## src/rtl/core/lpd_pkg.sv

```systemverilog
`timescale 1ns / 1ps

package lpd_pkg;

   typedef enum logic [2:0] {
      PH_HUNT,
      PH_HEAD,
      PH_COUNT,
      PH_OFFSET,
      PH_RETURN,
      PH_POINT,
      PH_TAIL
   } phase_type;

   // record kinds
   localparam logic [1:0] KIND_FIELD = 2'd0;
   localparam logic [1:0] KIND_POINT = 2'd1;
   localparam logic [1:0] KIND_ERROR = 2'd2;

   // field codes of the roll and tail records
   localparam logic [5:0] CODE_NONE        = 6'd0;
   localparam logic [5:0] CODE_CHAN_COUNT  = 6'd32;
   localparam logic [5:0] CODE_TIME_OFFSET = 6'd33;
   localparam logic [5:0] CODE_RETURN_NUM  = 6'd34;
   localparam logic [5:0] CODE_TAIL        = 6'd35;

   // byte positions inside the header (sync word occupies 0..3)
   localparam logic [5:0] HDR_FIRST_POS       = 6'd4;
   localparam logic [5:0] HDR_LAST_POS        = 6'd39;
   localparam logic [5:0] HDR_BLOCK_COUNT_POS = 6'd24;
   localparam logic [5:0] HDR_BYTE_FIELD_POS  = 6'd12;
   localparam logic [5:0] HDR_WORD_CODE_BIAS  = 6'd5;
   localparam logic [5:0] HDR_BYTE_CODE_BIAS  = 6'd8;

   localparam logic [5:0] POINT_LAST_POS = 6'd8;
   localparam logic [5:0] TAIL_LAST_POS  = 6'd3;

   localparam logic [3:0] ROLLS_RESET = 4'd2;

   typedef struct packed {
      logic [1:0]  record_kind;
      logic [5:0]  field_code;
      logic [31:0] field_value;
      logic [7:0]  block_index;
      logic [3:0]  roll_index;
      logic [7:0]  point_index;
      logic [15:0] distance;
      logic [15:0] azimuth;
      logic [15:0] elevation;
      logic [7:0]  reflectivity;
      logic [15:0] point_spare;
      logic        packet_end;
   } rec_type;

   function automatic logic [7:0] sync_byte(input logic [1:0] idx);
      logic [7:0] val;
      unique case (idx)
         2'd0: val = 8'h55;
         2'd1: val = 8'haa;
         2'd2: val = 8'h5a;
         2'd3: val = 8'ha5;
         default: val = 8'h55;
      endcase
      return val;
   endfunction

endpackage

```

## src/rtl/core/lidar_packet_deframer_top.sv

```systemverilog
`timescale 1ns / 1ps
// Lidar packet deframer: parses a point-cloud packet one byte per item.
// Input channel (req_): one stream byte per item. Output channel (rsp_): at
// most one record per input byte: header, roll and tail fields, complete
// points, and sync errors. The tail record carries rsp_packet_end.
// csr_write_enable/csr_write_data set the rolls per data block (reset 2);
// write only while no packet is in flight.
// The record is registered (into the skid entry if rsp_stall holds the output) at the edge
// that accepts the byte completing it. One byte every cycle unless req_stall is high; the
// byte-wise parser state update is a single registered step.
// The output register is backed by one skid entry, so a byte is still taken
// while a record waits. req_stall rises only when the skid entry is full,
// i.e. after rsp_stall has held an output record and another arrived.
// Reset (synchronous) returns the parser to sync hunting, empties the output
// stages and restores the roll count to 2.
module lidar_packet_deframer_top
   import lpd_pkg::*;
(
   input  logic        clock,
   input  logic        reset,
   input  logic        csr_write_enable,
   input  logic [3:0]  csr_write_data,
   input  logic        req_valid,
   output logic        req_stall,
   input  logic [7:0]  req_data_byte,
   output logic        rsp_valid,
   input  logic        rsp_stall,
   output logic [1:0]  rsp_record_kind,
   output logic [5:0]  rsp_field_code,
   output logic [31:0] rsp_field_value,
   output logic [7:0]  rsp_block_index,
   output logic [3:0]  rsp_roll_index,
   output logic [7:0]  rsp_point_index,
   output logic [15:0] rsp_distance,
   output logic [15:0] rsp_azimuth,
   output logic [15:0] rsp_elevation,
   output logic [7:0]  rsp_reflectivity,
   output logic [15:0] rsp_point_spare,
   output logic        rsp_packet_end
);

   logic [3:0] rolls_ff, rolls_in;
   logic       req_accept;
   logic       rec_valid;
   rec_type    rec;
   rec_type    out_rec;

   always_comb begin
      rolls_in = csr_write_enable ? csr_write_data : rolls_ff;
   end

   always_ff @(posedge clock) begin
      if (reset) begin
         rolls_ff <= ROLLS_RESET;
      end else begin
         rolls_ff <= rolls_in;
      end
   end

   assign req_accept = req_valid && !req_stall;

   lpd_parser u_parser (
      .clock           (clock),
      .reset           (reset),
      .byte_valid      (req_accept),
      .data_byte       (req_data_byte),
      .rolls_per_block (rolls_ff),
      .rec_valid       (rec_valid),
      .rec             (rec)
   );

   lpd_out_buf u_out_buf (
      .clock     (clock),
      .reset     (reset),
      .in_valid  (rec_valid),
      .in_rec    (rec),
      .in_full   (req_stall),
      .out_valid (rsp_valid),
      .out_rec   (out_rec),
      .out_stall (rsp_stall)
   );

   assign rsp_record_kind  = out_rec.record_kind;
   assign rsp_field_code   = out_rec.field_code;
   assign rsp_field_value  = out_rec.field_value;
   assign rsp_block_index  = out_rec.block_index;
   assign rsp_roll_index   = out_rec.roll_index;
   assign rsp_point_index  = out_rec.point_index;
   assign rsp_distance     = out_rec.distance;
   assign rsp_azimuth      = out_rec.azimuth;
   assign rsp_elevation    = out_rec.elevation;
   assign rsp_reflectivity = out_rec.reflectivity;
   assign rsp_point_spare  = out_rec.point_spare;
   assign rsp_packet_end   = out_rec.packet_end;

`ifndef NO_ASSERTIONS
   a_end_is_tail: assert property (@(posedge clock) disable iff (reset)
      rsp_valid && rsp_packet_end |->
         rsp_record_kind == KIND_FIELD && rsp_field_code == CODE_TAIL)
      else $error("packet end on a record other than the tail");

   a_point_no_field: assert property (@(posedge clock) disable iff (reset)
      rsp_valid && rsp_record_kind == KIND_POINT |->
         rsp_field_code == CODE_NONE && rsp_field_value == 32'd0 && !rsp_packet_end)
      else $error("point record carries field data");
`endif

endmodule

```

## src/rtl/core/lpd_parser.sv

```systemverilog
`timescale 1ns / 1ps

module lpd_parser
   import lpd_pkg::*;
(
   input  logic       clock,
   input  logic       reset,
   input  logic       byte_valid,
   input  logic [7:0] data_byte,
   input  logic [3:0] rolls_per_block,
   output logic       rec_valid,
   output rec_type    rec
);

   phase_type   state_ff, state_in;
   logic [5:0]  pos_ff, pos_in;
   logic [31:0] acc_ff, acc_in;
   logic [7:0]  block_total_ff, block_total_in;
   logic [7:0]  block_ff, block_in;
   logic [3:0]  roll_ff, roll_in;
   logic [7:0]  pts_ff, pts_in;
   logic [7:0]  point_ff, point_in;
   logic        offset_ff, offset_in;
   logic [15:0] dist_ff, dist_in;
   logic [15:0] azim_ff, azim_in;
   logic [15:0] elev_ff, elev_in;
   logic [7:0]  refl_ff, refl_in;

   always_ff @(posedge clock) begin
      if (reset) begin
         state_ff       <= PH_HUNT;
         pos_ff         <= '0;
         acc_ff         <= '0;
         block_total_ff <= '0;
         block_ff       <= '0;
         roll_ff        <= '0;
         pts_ff         <= '0;
         point_ff       <= '0;
         offset_ff      <= 1'b0;
      end else begin
         state_ff       <= state_in;
         pos_ff         <= pos_in;
         acc_ff         <= acc_in;
         block_total_ff <= block_total_in;
         block_ff       <= block_in;
         roll_ff        <= roll_in;
         pts_ff         <= pts_in;
         point_ff       <= point_in;
         offset_ff      <= offset_in;
      end
   end

   // point bytes are always written before they are shown
   always_ff @(posedge clock) begin
      dist_ff <= dist_in;
      azim_ff <= azim_in;
      elev_ff <= elev_in;
      refl_ff <= refl_in;
   end

   always_comb begin
      logic [5:0]  p;
      logic [4:0]  r_next;
      logic [8:0]  b_next;
      logic [8:0]  n_next;
      logic        next_roll;
      logic [31:0] tail_acc;

      state_in       = state_ff;
      pos_in         = pos_ff;
      acc_in         = acc_ff;
      block_total_in = block_total_ff;
      block_in       = block_ff;
      roll_in        = roll_ff;
      pts_in         = pts_ff;
      point_in       = point_ff;
      offset_in      = offset_ff;
      dist_in        = dist_ff;
      azim_in        = azim_ff;
      elev_in        = elev_ff;
      refl_in        = refl_ff;
      rec_valid      = 1'b0;
      rec            = '0;
      next_roll      = 1'b0;
      p              = pos_ff;
      r_next         = {1'b0, roll_ff} + 5'd1;
      b_next         = {1'b0, block_ff} + 9'd1;
      n_next         = {1'b0, point_ff} + 9'd1;
      tail_acc       = acc_ff;

      if (byte_valid) begin
         unique case (state_ff)
            PH_HUNT: begin
               p = {4'd0, pos_ff[1:0]};
               if (data_byte == sync_byte(p[1:0])) begin
                  if (p == TAIL_LAST_POS) begin
                     state_in = PH_HEAD;
                     pos_in   = HDR_FIRST_POS;
                     acc_in   = '0;
                  end else begin
                     pos_in = p + 6'd1;
                  end
               end else if (p != 6'd0) begin
                  // broken sync word: report it, the byte may restart the hunt
                  pos_in            = (data_byte == sync_byte(2'd0)) ? 6'd1 : 6'd0;
                  rec_valid         = 1'b1;
                  rec.record_kind   = KIND_ERROR;
                  rec.field_value   = {24'd0, data_byte};
               end
            end

            PH_HEAD: begin
               if (pos_ff < HDR_FIRST_POS || pos_ff > HDR_LAST_POS) begin
                  p = HDR_FIRST_POS;
               end
               if (p == HDR_BLOCK_COUNT_POS) begin
                  block_total_in = data_byte;
               end
               if (p == HDR_LAST_POS) begin
                  block_in = '0;
                  if (block_total_ff == 8'd0 || rolls_per_block == 4'd0) begin
                     state_in = PH_TAIL;
                     pos_in   = '0;
                     acc_in   = '0;
                  end else begin
                     roll_in   = '0;
                     offset_in = 1'b0;
                     state_in  = PH_COUNT;
                  end
               end else begin
                  pos_in = p + 6'd1;
               end
               if (p < HDR_BYTE_FIELD_POS) begin
                  if (!p[0]) begin
                     acc_in = {24'd0, data_byte};
                  end else begin
                     rec_valid       = 1'b1;
                     rec.field_code  = (p - HDR_WORD_CODE_BIAS) >> 1;
                     rec.field_value = {16'd0, data_byte, acc_ff[7:0]};
                  end
               end else begin
                  rec_valid       = 1'b1;
                  rec.field_code  = p - HDR_BYTE_CODE_BIAS;
                  rec.field_value = {24'd0, data_byte};
               end
            end

            PH_COUNT: begin
               rec_valid       = 1'b1;
               rec.field_code  = CODE_CHAN_COUNT;
               rec.field_value = {24'd0, data_byte};
               rec.block_index = block_ff;
               rec.roll_index  = roll_ff;
               pts_in          = data_byte;
               if (data_byte == 8'd0) begin
                  next_roll = 1'b1;
               end else begin
                  state_in = offset_ff ? PH_RETURN : PH_OFFSET;
               end
            end

            PH_OFFSET: begin
               rec_valid       = 1'b1;
               rec.field_code  = CODE_TIME_OFFSET;
               rec.field_value = {24'd0, data_byte};
               rec.block_index = block_ff;
               rec.roll_index  = roll_ff;
               offset_in       = 1'b1;
               state_in        = PH_RETURN;
            end

            PH_RETURN: begin
               rec_valid       = 1'b1;
               rec.field_code  = CODE_RETURN_NUM;
               rec.field_value = {24'd0, data_byte};
               rec.block_index = block_ff;
               rec.roll_index  = roll_ff;
               point_in        = '0;
               pos_in          = '0;
               state_in        = PH_POINT;
            end

            PH_POINT: begin
               if (pos_ff > POINT_LAST_POS) begin
                  p = '0;
               end
               unique case (p[3:0])
                  4'd0: dist_in = {8'd0, data_byte};
                  4'd1: dist_in = {data_byte, dist_ff[7:0]};
                  4'd2: azim_in = {8'd0, data_byte};
                  4'd3: azim_in = {data_byte, azim_ff[7:0]};
                  4'd4: elev_in = {8'd0, data_byte};
                  4'd5: elev_in = {data_byte, elev_ff[7:0]};
                  4'd6: refl_in = data_byte;
                  4'd7: acc_in  = {24'd0, data_byte};
                  default: ;
               endcase
               if (p < POINT_LAST_POS) begin
                  pos_in = p + 6'd1;
               end else begin
                  rec_valid        = 1'b1;
                  rec.record_kind  = KIND_POINT;
                  rec.block_index  = block_ff;
                  rec.roll_index   = roll_ff;
                  rec.point_index  = point_ff;
                  rec.distance     = dist_ff;
                  rec.azimuth      = azim_ff;
                  rec.elevation    = elev_ff;
                  rec.reflectivity = refl_ff;
                  rec.point_spare  = {data_byte, acc_ff[7:0]};
                  pos_in           = '0;
                  if (n_next >= {1'b0, pts_ff}) begin
                     point_in  = '0;
                     next_roll = 1'b1;
                  end else begin
                     point_in = n_next[7:0];
                  end
               end
            end

            PH_TAIL: begin
               p = {4'd0, pos_ff[1:0]};
               if (p == 6'd0) begin
                  tail_acc = {24'd0, data_byte};
               end else begin
                  tail_acc = acc_ff | ({24'd0, data_byte} << {p[1:0], 3'd0});
               end
               acc_in = tail_acc;
               if (p < TAIL_LAST_POS) begin
                  pos_in = p + 6'd1;
               end else begin
                  rec_valid       = 1'b1;
                  rec.field_code  = CODE_TAIL;
                  rec.field_value = tail_acc;
                  rec.packet_end  = 1'b1;
                  state_in        = PH_HUNT;
                  pos_in          = '0;
                  acc_in          = '0;
               end
            end

            default: begin
               state_in = PH_HUNT;
               pos_in   = '0;
            end
         endcase

         // roll / block boundary; the roll count compares against the live register
         if (next_roll) begin
            if (r_next >= {1'b0, rolls_per_block}) begin
               if (b_next >= {1'b0, block_total_ff}) begin
                  block_in = '0;
                  roll_in  = '0;
                  state_in = PH_TAIL;
                  pos_in   = '0;
                  acc_in   = '0;
               end else begin
                  block_in  = b_next[7:0];
                  roll_in   = '0;
                  offset_in = 1'b0;
                  state_in  = PH_COUNT;
               end
            end else begin
               roll_in  = r_next[3:0];
               state_in = PH_COUNT;
            end
         end
      end
   end

endmodule

```

## src/rtl/core/lpd_out_buf.sv

```systemverilog
`timescale 1ns / 1ps

module lpd_out_buf
   import lpd_pkg::*;
(
   input  logic    clock,
   input  logic    reset,
   input  logic    in_valid,
   input  rec_type in_rec,
   output logic    in_full,
   output logic    out_valid,
   output rec_type out_rec,
   input  logic    out_stall
);

   logic    main_valid_ff, main_valid_in;
   rec_type main_ff, main_in;
   logic    skid_valid_ff, skid_valid_in;
   rec_type skid_ff, skid_in;
   logic    main_free;

   assign main_free = !main_valid_ff || !out_stall;
   assign in_full   = skid_valid_ff;
   assign out_valid = main_valid_ff;
   assign out_rec   = main_ff;

   always_comb begin
      main_valid_in = main_valid_ff;
      main_in       = main_ff;
      skid_valid_in = skid_valid_ff;
      skid_in       = skid_ff;
      if (main_free) begin
         if (skid_valid_ff) begin
            main_valid_in = 1'b1;
            main_in       = skid_ff;
            skid_valid_in = 1'b0;
         end else begin
            main_valid_in = in_valid;
            main_in       = in_rec;
         end
      end else if (in_valid) begin
         skid_valid_in = 1'b1;
         skid_in       = in_rec;
      end
   end

   always_ff @(posedge clock) begin
      if (reset) begin
         main_valid_ff <= 1'b0;
         skid_valid_ff <= 1'b0;
      end else begin
         main_valid_ff <= main_valid_in;
         skid_valid_ff <= skid_valid_in;
      end
   end

   always_ff @(posedge clock) begin
      main_ff <= main_in;
      skid_ff <= skid_in;
   end

`ifndef NO_ASSERTIONS
   a_skid_behind_main: assert property (@(posedge clock) disable iff (reset)
      skid_valid_ff |-> main_valid_ff)
      else $error("skid entry held with empty output register");

   a_skid_moves_up: assert property (@(posedge clock) disable iff (reset)
      skid_valid_ff && !out_stall |=> main_valid_ff && !skid_valid_ff)
      else $error("skid entry not promoted after output taken");

   a_no_drop: assert property (@(posedge clock) disable iff (reset)
      in_valid && main_valid_ff && out_stall |=> skid_valid_ff)
      else $error("item lost while output stalled");
`endif

endmodule
```

## config.mk

```make
export PLATFORM = sky130hd
export DESIGN_NAME = lidar_packet_deframer_top
export DESIGN_NICKNAME = d
export VERILOG_FILES = /design/src/rtl/core/lpd_pkg.sv /design/src/rtl/core/lidar_packet_deframer_top.sv /design/src/rtl/core/lpd_parser.sv /design/src/rtl/core/lpd_out_buf.sv
export SDC_FILE = /design/constraint.sdc
export NUM_CORES = 1
export LEC_CHECK = 0
export BUFFER_PORTS_ARGS = -buffer_cell sky130_fd_sc_hd__buf_4
export CAP_MARGIN = 0
export CORE_MARGIN = 4
export CORE_UTILIZATION = 51
export DETAILED_ROUTE_END_ITERATION = 10
export PLACE_DENSITY = 0.77
export SLEW_MARGIN = 25
export SYNTH_ARGS = -nofsm -noshare
export SYNTH_HDL_FRONTEND = slang
export SYNTH_HIERARCHICAL = 1
export SYNTH_SLANG_ARGS = --single-unit
export TNS_END_PERCENT = 1
```

## constraint.sdc

```tcl
create_clock -name clock -period 7.5 [get_ports clock]
set_input_delay 1.125 -clock clock [delete_from_list [all_inputs] [get_ports clock]]
set_output_delay 1.125 -clock clock [all_outputs]
set_load 0.01 [all_outputs]
```

---- Word-level counts from Yosys, hierarchy flattened ----
Index checks and enable logic that the tools add are counted.
W data, S select, Z words.
word-level totals
  bits in registers ....................... 406
  bits of input ports ..................... 17
operators by class
  $add $sub $neg .......................... 8
  $lt $le $gt $ge ......................... 9
  equal/unequal tests ..................... 28
  shift operators ......................... 1
  mux-type cells .......................... 98
  bitwise operators ....................... 5
  reductions and logical operators ........ 36
operators by type and width
  kind                   number
  $mux W32               13
  $mux W133              2
  $pmux W32 S4           2
  $mux W6                16
  $pmux W16 S2           3
  $mux W92               1
  $mux W8                10
  $mux W80               1
  $mux W38               2
  $pmux W6 S5            2
  $mux W37               1
  $or A32 B32 Y32        1
  $pmux W8 S4            1
  $shl A8 B5 Y32         1
  $mux W3                10
  $pmux W12 S2           1
  $pmux W3 S7            1
  $mux W1                20
  $mux W4                5
  $add A8 B1 Y9 const B  2
  $ge A9 B8 Y1           2
  $reduce_and A3 Y1      6
  $eq A4 B3 Y1 const B   4
  $logic_not A8 Y1       2
  other kinds (44)       76

---- Depth between registers and ports, before layout ----
  depth in word-level cells ............... 13
  gate-level depth with buffers ........... 14
  mapped depth without buffers ............ 13

---- Hierarchy ----
The synthesis kept the hierarchy.
modules (own cells, without submodules)
  module                     instances  cells an instance  area an instance (µm²)  seq. area each (µm²)
  lpd_out_buf                1          421                9895.7                  8027.7
  lpd_parser                 1          953                8100.3                  3243.1
  lidar_packet_deframer_top  1          14                 150.1                   80.1

---- Worst setup path before layout ----
OpenSTA, ideal clock, no wires.
  kind .................................... input to register
  start point ............................. input port req_data_byte[1]
  end point ............................... register u_out_buf/skid_ff[0] in the netlist's numbering (enable)
  setup time .............................. 509 ps
  data arrival time ....................... 5664 ps
  data required time ...................... 6991 ps
  path slack .............................. 1327 ps
  stages .................................. 8
  buffers on the path ..................... 2
  path through ............................ clkbuf_1 or4bb_1 o22ai_1 and3_1 buf_2 o32a_1 a311oi_1 and3_1
on the way
  word-level cells in the longest chain between the ends .. 5
RTL lines
  what                                RTL line                         source
  start, declared                     lidar_packet_deframer_top.sv:25  input logic [7:0] req_data_byte,
  $eq A8 B8 Y1                        lpd_parser.sv:95                 if (data_byte == sync_byte(p[1:0])) begin
  $mux W1                             lpd_parser.sv:95
  $pmux W1 S5                         lpd_parser.sv:92                 unique case (state_ff)
  $mux W1                             lpd_parser.sv:91                 if (byte_valid) begin
  named net rec_valid                 lidar_packet_deframer_top.sv:44  logic rec_valid;
  $reduce_and A2 Y1 (no source line)  -
  end signal, assigned                lpd_out_buf.sv:59                skid_ff <= skid_in;
  end, declared                       lpd_out_buf.sv:19                rec_type skid_ff, skid_in;
The timed path passes the listed nets, and every way through them passes these cells.
A chain may end at the register's enable or synchronous reset.

---- Final worst setup path ----
  start point ............................. register u_parser.pos_ff[1]
  end point ............................... register u_out_buf/skid_ff[103] in the netlist's numbering (enable)
on the way
  word-level cells in the longest chain between the ends .. 10
  elaborated cells on any way between the ends .. 31
  classes of those cells .................. order compare (6); eq/ne (4); mux (17); reduce/logical (4)
RTL lines
  what                                          RTL line                              source
  start, declared                               lpd_parser.sv:16                      logic [5:0] pos_ff, pos_in;
  start signal, assigned                        lpd_parser.sv:42                      pos_ff <= pos_in;
  $lt A6 B3 Y1 or $gt A6 B6 Y1 (tied branches)  lpd_parser.sv:113                     if (pos_ff < HDR_FIRST_POS || pos_ff > HDR_LAST_POS) begin
  $logic_or A1 B1 Y1                            lpd_parser.sv:113
  $mux W6                                       lpd_parser.sv:113
  $mux W6                                       lpd_parser.sv:92
  $mux W6                                       lpd_parser.sv:91
  $lt A6 B4 Y1 or $mux W1 (tied branches)       lpd_parser.sv:133, lpd_parser.sv:134
  $mux W1                                       lpd_parser.sv:133                     if (p < HDR_BYTE_FIELD_POS) begin
  $pmux W1 S5 *                                 lpd_parser.sv:92
  $mux W1 *                                     lpd_parser.sv:91
  named net rec_valid                           lidar_packet_deframer_top.sv:44
  $reduce_and A2 Y1 (no source line) *          -
The timed path passes the listed nets; every way through them passes the cells marked *. The select of a mux whose other input is x is not followed.

==> impl_metrics.py <==
metrics = {
    "outcome": {
        "status": "finished clean",
    },
    "detailed_routing": {
        "vias_per_cell": 5.717,
        "drc": 0,
        "routed_wirelength_um": 40810,
        "ant_nets": 0,
        "vias": 11370,
        "wl_per_cell_um": 20.52,
        "firstDrtPassIters": 6,
        "initialDrtViolationCount": 943,
    },
    "die": {
        "die_x_um": 196.6,
        "die_area_mm2": 0.03866,
        "die_h_um": 196.6,
        "placementRows": 68,
        "core_mm2": 0.03480,
        "initial_utilization_pct": 52.15,
        "ioPinCount": 152,
    },
    "synthesis": {
        "ys_async_sr_fraction_pct": 0,
        "yosysTopAreaCellShare_pct": 53.29,
        "synth_area_mm2": 0.01815,
        "ys_seq_area_share_pct": 62.55,
        "netlist_instances": 1388,
        "netlist_top_cells_area": "edfxtp_1, dfxtp_1, mux2_4",
        "yosysWarnings": 6,
        "synth_flop_cell": "edfxtp_1",
        "ys_types": 76,
        "syn_nets": 1440,
        "synth-seq-cells": 406,
        "yosysTopAreaCell": "edfxtp_1",
        "syn_area_per_cell_um2": 13.07,
        "synth_edf_count": 322,
    },
    "worst_setup_path": {
        "crit_type": "reg2reg",
        "end_kind": "flop",
        "required_ps": 7660,
        "timing.reg2reg.setup_slack_ps": 2380,
        "startpoint_type": "flop",
        "critPathArrivalTime_ps": 5280,
        "crit_fanout": 57,
    },
    "sta": {
        "finClkSkew_ps": 21.57,
        "tightest_slew_ps": 997.1,
        "timing.final.crit_share_pct": 68.24,
        "fmax_mhz": 195.4,
        "fin_setup_tns_ps": 0,
        "holdWs_ps": 470.9,
        "fin_crit_ps": 5118,
        "rsz0062_at_grt": "false",
        "max_slew_margin_pct": 33.52,
        "setup_slack_ps": 2382,
        "final_hold_viol_count": 0,
        "setup_viol": 0,
        "final-max-slew-violation-count": 0,
    },
    "global_route": {
        "grtUsageTotal_pct": 20.79,
        "antenna_found_initial": 0,
        "overflow": 0,
        "grt_pass1_wl_um": 64200,
        "grt_pass1_vias": 11180,
        "grt_start_max_net_pins": 83,
    },
    "clock_network": {
        "clkLatencyLatePin_ps": 540,
        "cts_tree": "done",
        "holdBufCountCts": 0,
        "post_cts_resized": 0,
        "root_buffer": "clkbuf_16",
        "clk_path_buf_depth": 3,
        "htreeDepth": 2,
        "cts_sinks": 406,
        "cts_buffers": 40,
        "cts_post_setup_buffers_inserted": 0,
        "clk_pin_slew_ps": 60,
    },
    "final_layout": {
        "antenna_cells": 0,
        "drive_gt1_share_pct": 24.38,
        "layout-area-overhead-vs-synth_pct": 15.09,
        "nNetsFinal": 1557,
        "fillers": 2674,
    },
    "power_and_ir_drop": {
        "netSwitchingFraction_pct": 20.60,
        "power_frac_clock_pct": 43.6,
        "p_switching_w": 0.0009809,
        "p_seq_share_pct": 51.7,
        "power_frac_comb_pct": 4.7,
        "p_int_w": 0.003780,
        "max-vdd-ir-drop_mv": 0.1443,
        "p_per_area_mw_per_mm2": 227.9,
        "p_leak_nw": 8.366,
    },
    "placed_design": {
        "hpwlAfterDp_um": 26520,
        "gp_congestion": 0.9333,
        "io_buffers": 151,
        "dp_slack_ps": 2490,
    },
    "flow_run": {
        "maxCapViolations": 0,
    },
    "hold_path": {
        "worstHoldPathType": "reg2reg",
    },
}
cell type report:
cell class	instances	area [um^2]	area share (%)
Clock buffer	51	1074	5.140
Clock inverter	20	285.3	1.366
Inverter	41	153.9	0.7369
Multi-Input combinational cell	855	6236	29.86
Sequential cell	406	11350	54.37
Tap cell	455	569.3	2.726
Timing Repair Buffer	161	1212	5.805
worst max-delay path, cell delays in order (launching register included):
cell      delay (ps)
dfxtp_1          750
clkinv_1         440
ha_1             490
o21bai_1         250
mux2i_1          140
and3_1           270
o32a_1           380
a311oi_1         360
and3_4           810
buf_4            690
flip-flops by register name, indices dropped and copies added (netlist names), 6 cells and up:
name,flops
u_out_buf/out_rec,133
u_out_buf/skid_ff,133
u_parser/acc_ff,32
u_parser/azim_ff,16
u_parser/block_ff,8
u_parser/block_total_ff,8
u_parser/dist_ff,16
u_parser/elev_ff,16
u_parser/point_ff,8
u_parser/pos_ff,6
u_parser/pts_ff,8
u_parser/refl_ff,8
layer usage:
metal | global-route usage [%] | up-vias | share of wire [%]
li1 | - | 5326 | -
met1 | 29.64 | 5558 | 43
met2 | 33.44 | 413 | 48
met3 | 3.436 | 74 | 6.8
met4 | 5.855 | 0 | 2.2
met5 | 0 | - | 0
power groups by stage:
stage                     logic (W)  registers [W]  clock network, W
after floorplan            0.000114        0.00252                 0
after global placement     0.000218        0.00251                 0
after detailed placement   0.000220        0.00251                 0
after CTS                  0.000221        0.00246           0.00212
after global routing       0.000239        0.00246           0.00223
final                      0.000223        0.00246           0.00208
synth_stat cells (4+ instances only):
master and number:
edfxtp_1 322, and2_1 118, nor2_1 113, dfxtp_1 84, mux2_2 75, mux2_4 59
nand2_1 57, clkbuf_1 53, a21oi_1 49, o21ai_0 39, inv_1 38, nand3_1 37
ha_1 35, a31oi_1 29, nor2b_1 27, mux2i_1 23, and3_1 20, nor3_1 18
buf_2 16, xnor2_1 14, a32o_1 11, nand2b_1 11, or3_1 11, buf_6 10
a22o_1 8, nor4_1 7, o21ai_1 7, o31ai_1 7, a22oi_1 5, o211ai_1 5
or4_1 5, o22ai_1 4, or2_2 4
per-stage QoR:
step	util (%)	total power [W]	instances	area, um^2
3_5_place_dp	56.10	0.002730	1918	19520
2_1_floorplan	-	0.002634	1388	18150
5_1_grt	60.02	0.004930	1989	20890
4_1_cts	60.01	0.004803	1989	20880
6_report	60.02	0.004761	1989	20890
3_3_place_gp	56.09	0.002728	1918	19520
layout by cell type (no fill, tap or decap), types with 23 or more instances in the layout:
cell and n:
a21oi_1 49, a31oi_1 29, and2_1 118, buf_4 160, clkbuf_16 41, dfxtp_1 83, edfxtp_1 322, ha_1 35
inv_1 38, mux2_2 75, mux2_4 59, mux2i_1 23, nand2_1 56, nand3_1 37, nor2_1 113, nor2b_1 27
o21ai_0 39
logic make-up (layout without fill, tap and decap cells):
family,count (synthesis),count (layout),synth area share [%]
AO/OA/AOI/OAI,199,199,7.233
XOR/XNOR,16,16,0.7723
adder cells (fa/ha/maj),36,36,2.468
buffers and inverters,127,273,3.206
flip-flops,406,406,62.55
multiplexers,157,157,10.80
AND/OR/NAND/NOR,447,447,12.96
worst paths after layout:
kind                                          start                endpoint  depth (start not counted)
worst max-delay path             u_parser/pos_ff[1]  u_out_buf/skid_ff[103]                          9
worst min-delay path            u_parser/acc_ff[11]     u_parser/acc_ff[11]                          2
worst max register to register   u_parser/pos_ff[1]  u_out_buf/skid_ff[103]                          9
worst min register to register  u_parser/acc_ff[11]     u_parser/acc_ff[11]                          2
No activity file was read; power rests on OpenSTA's default activity.
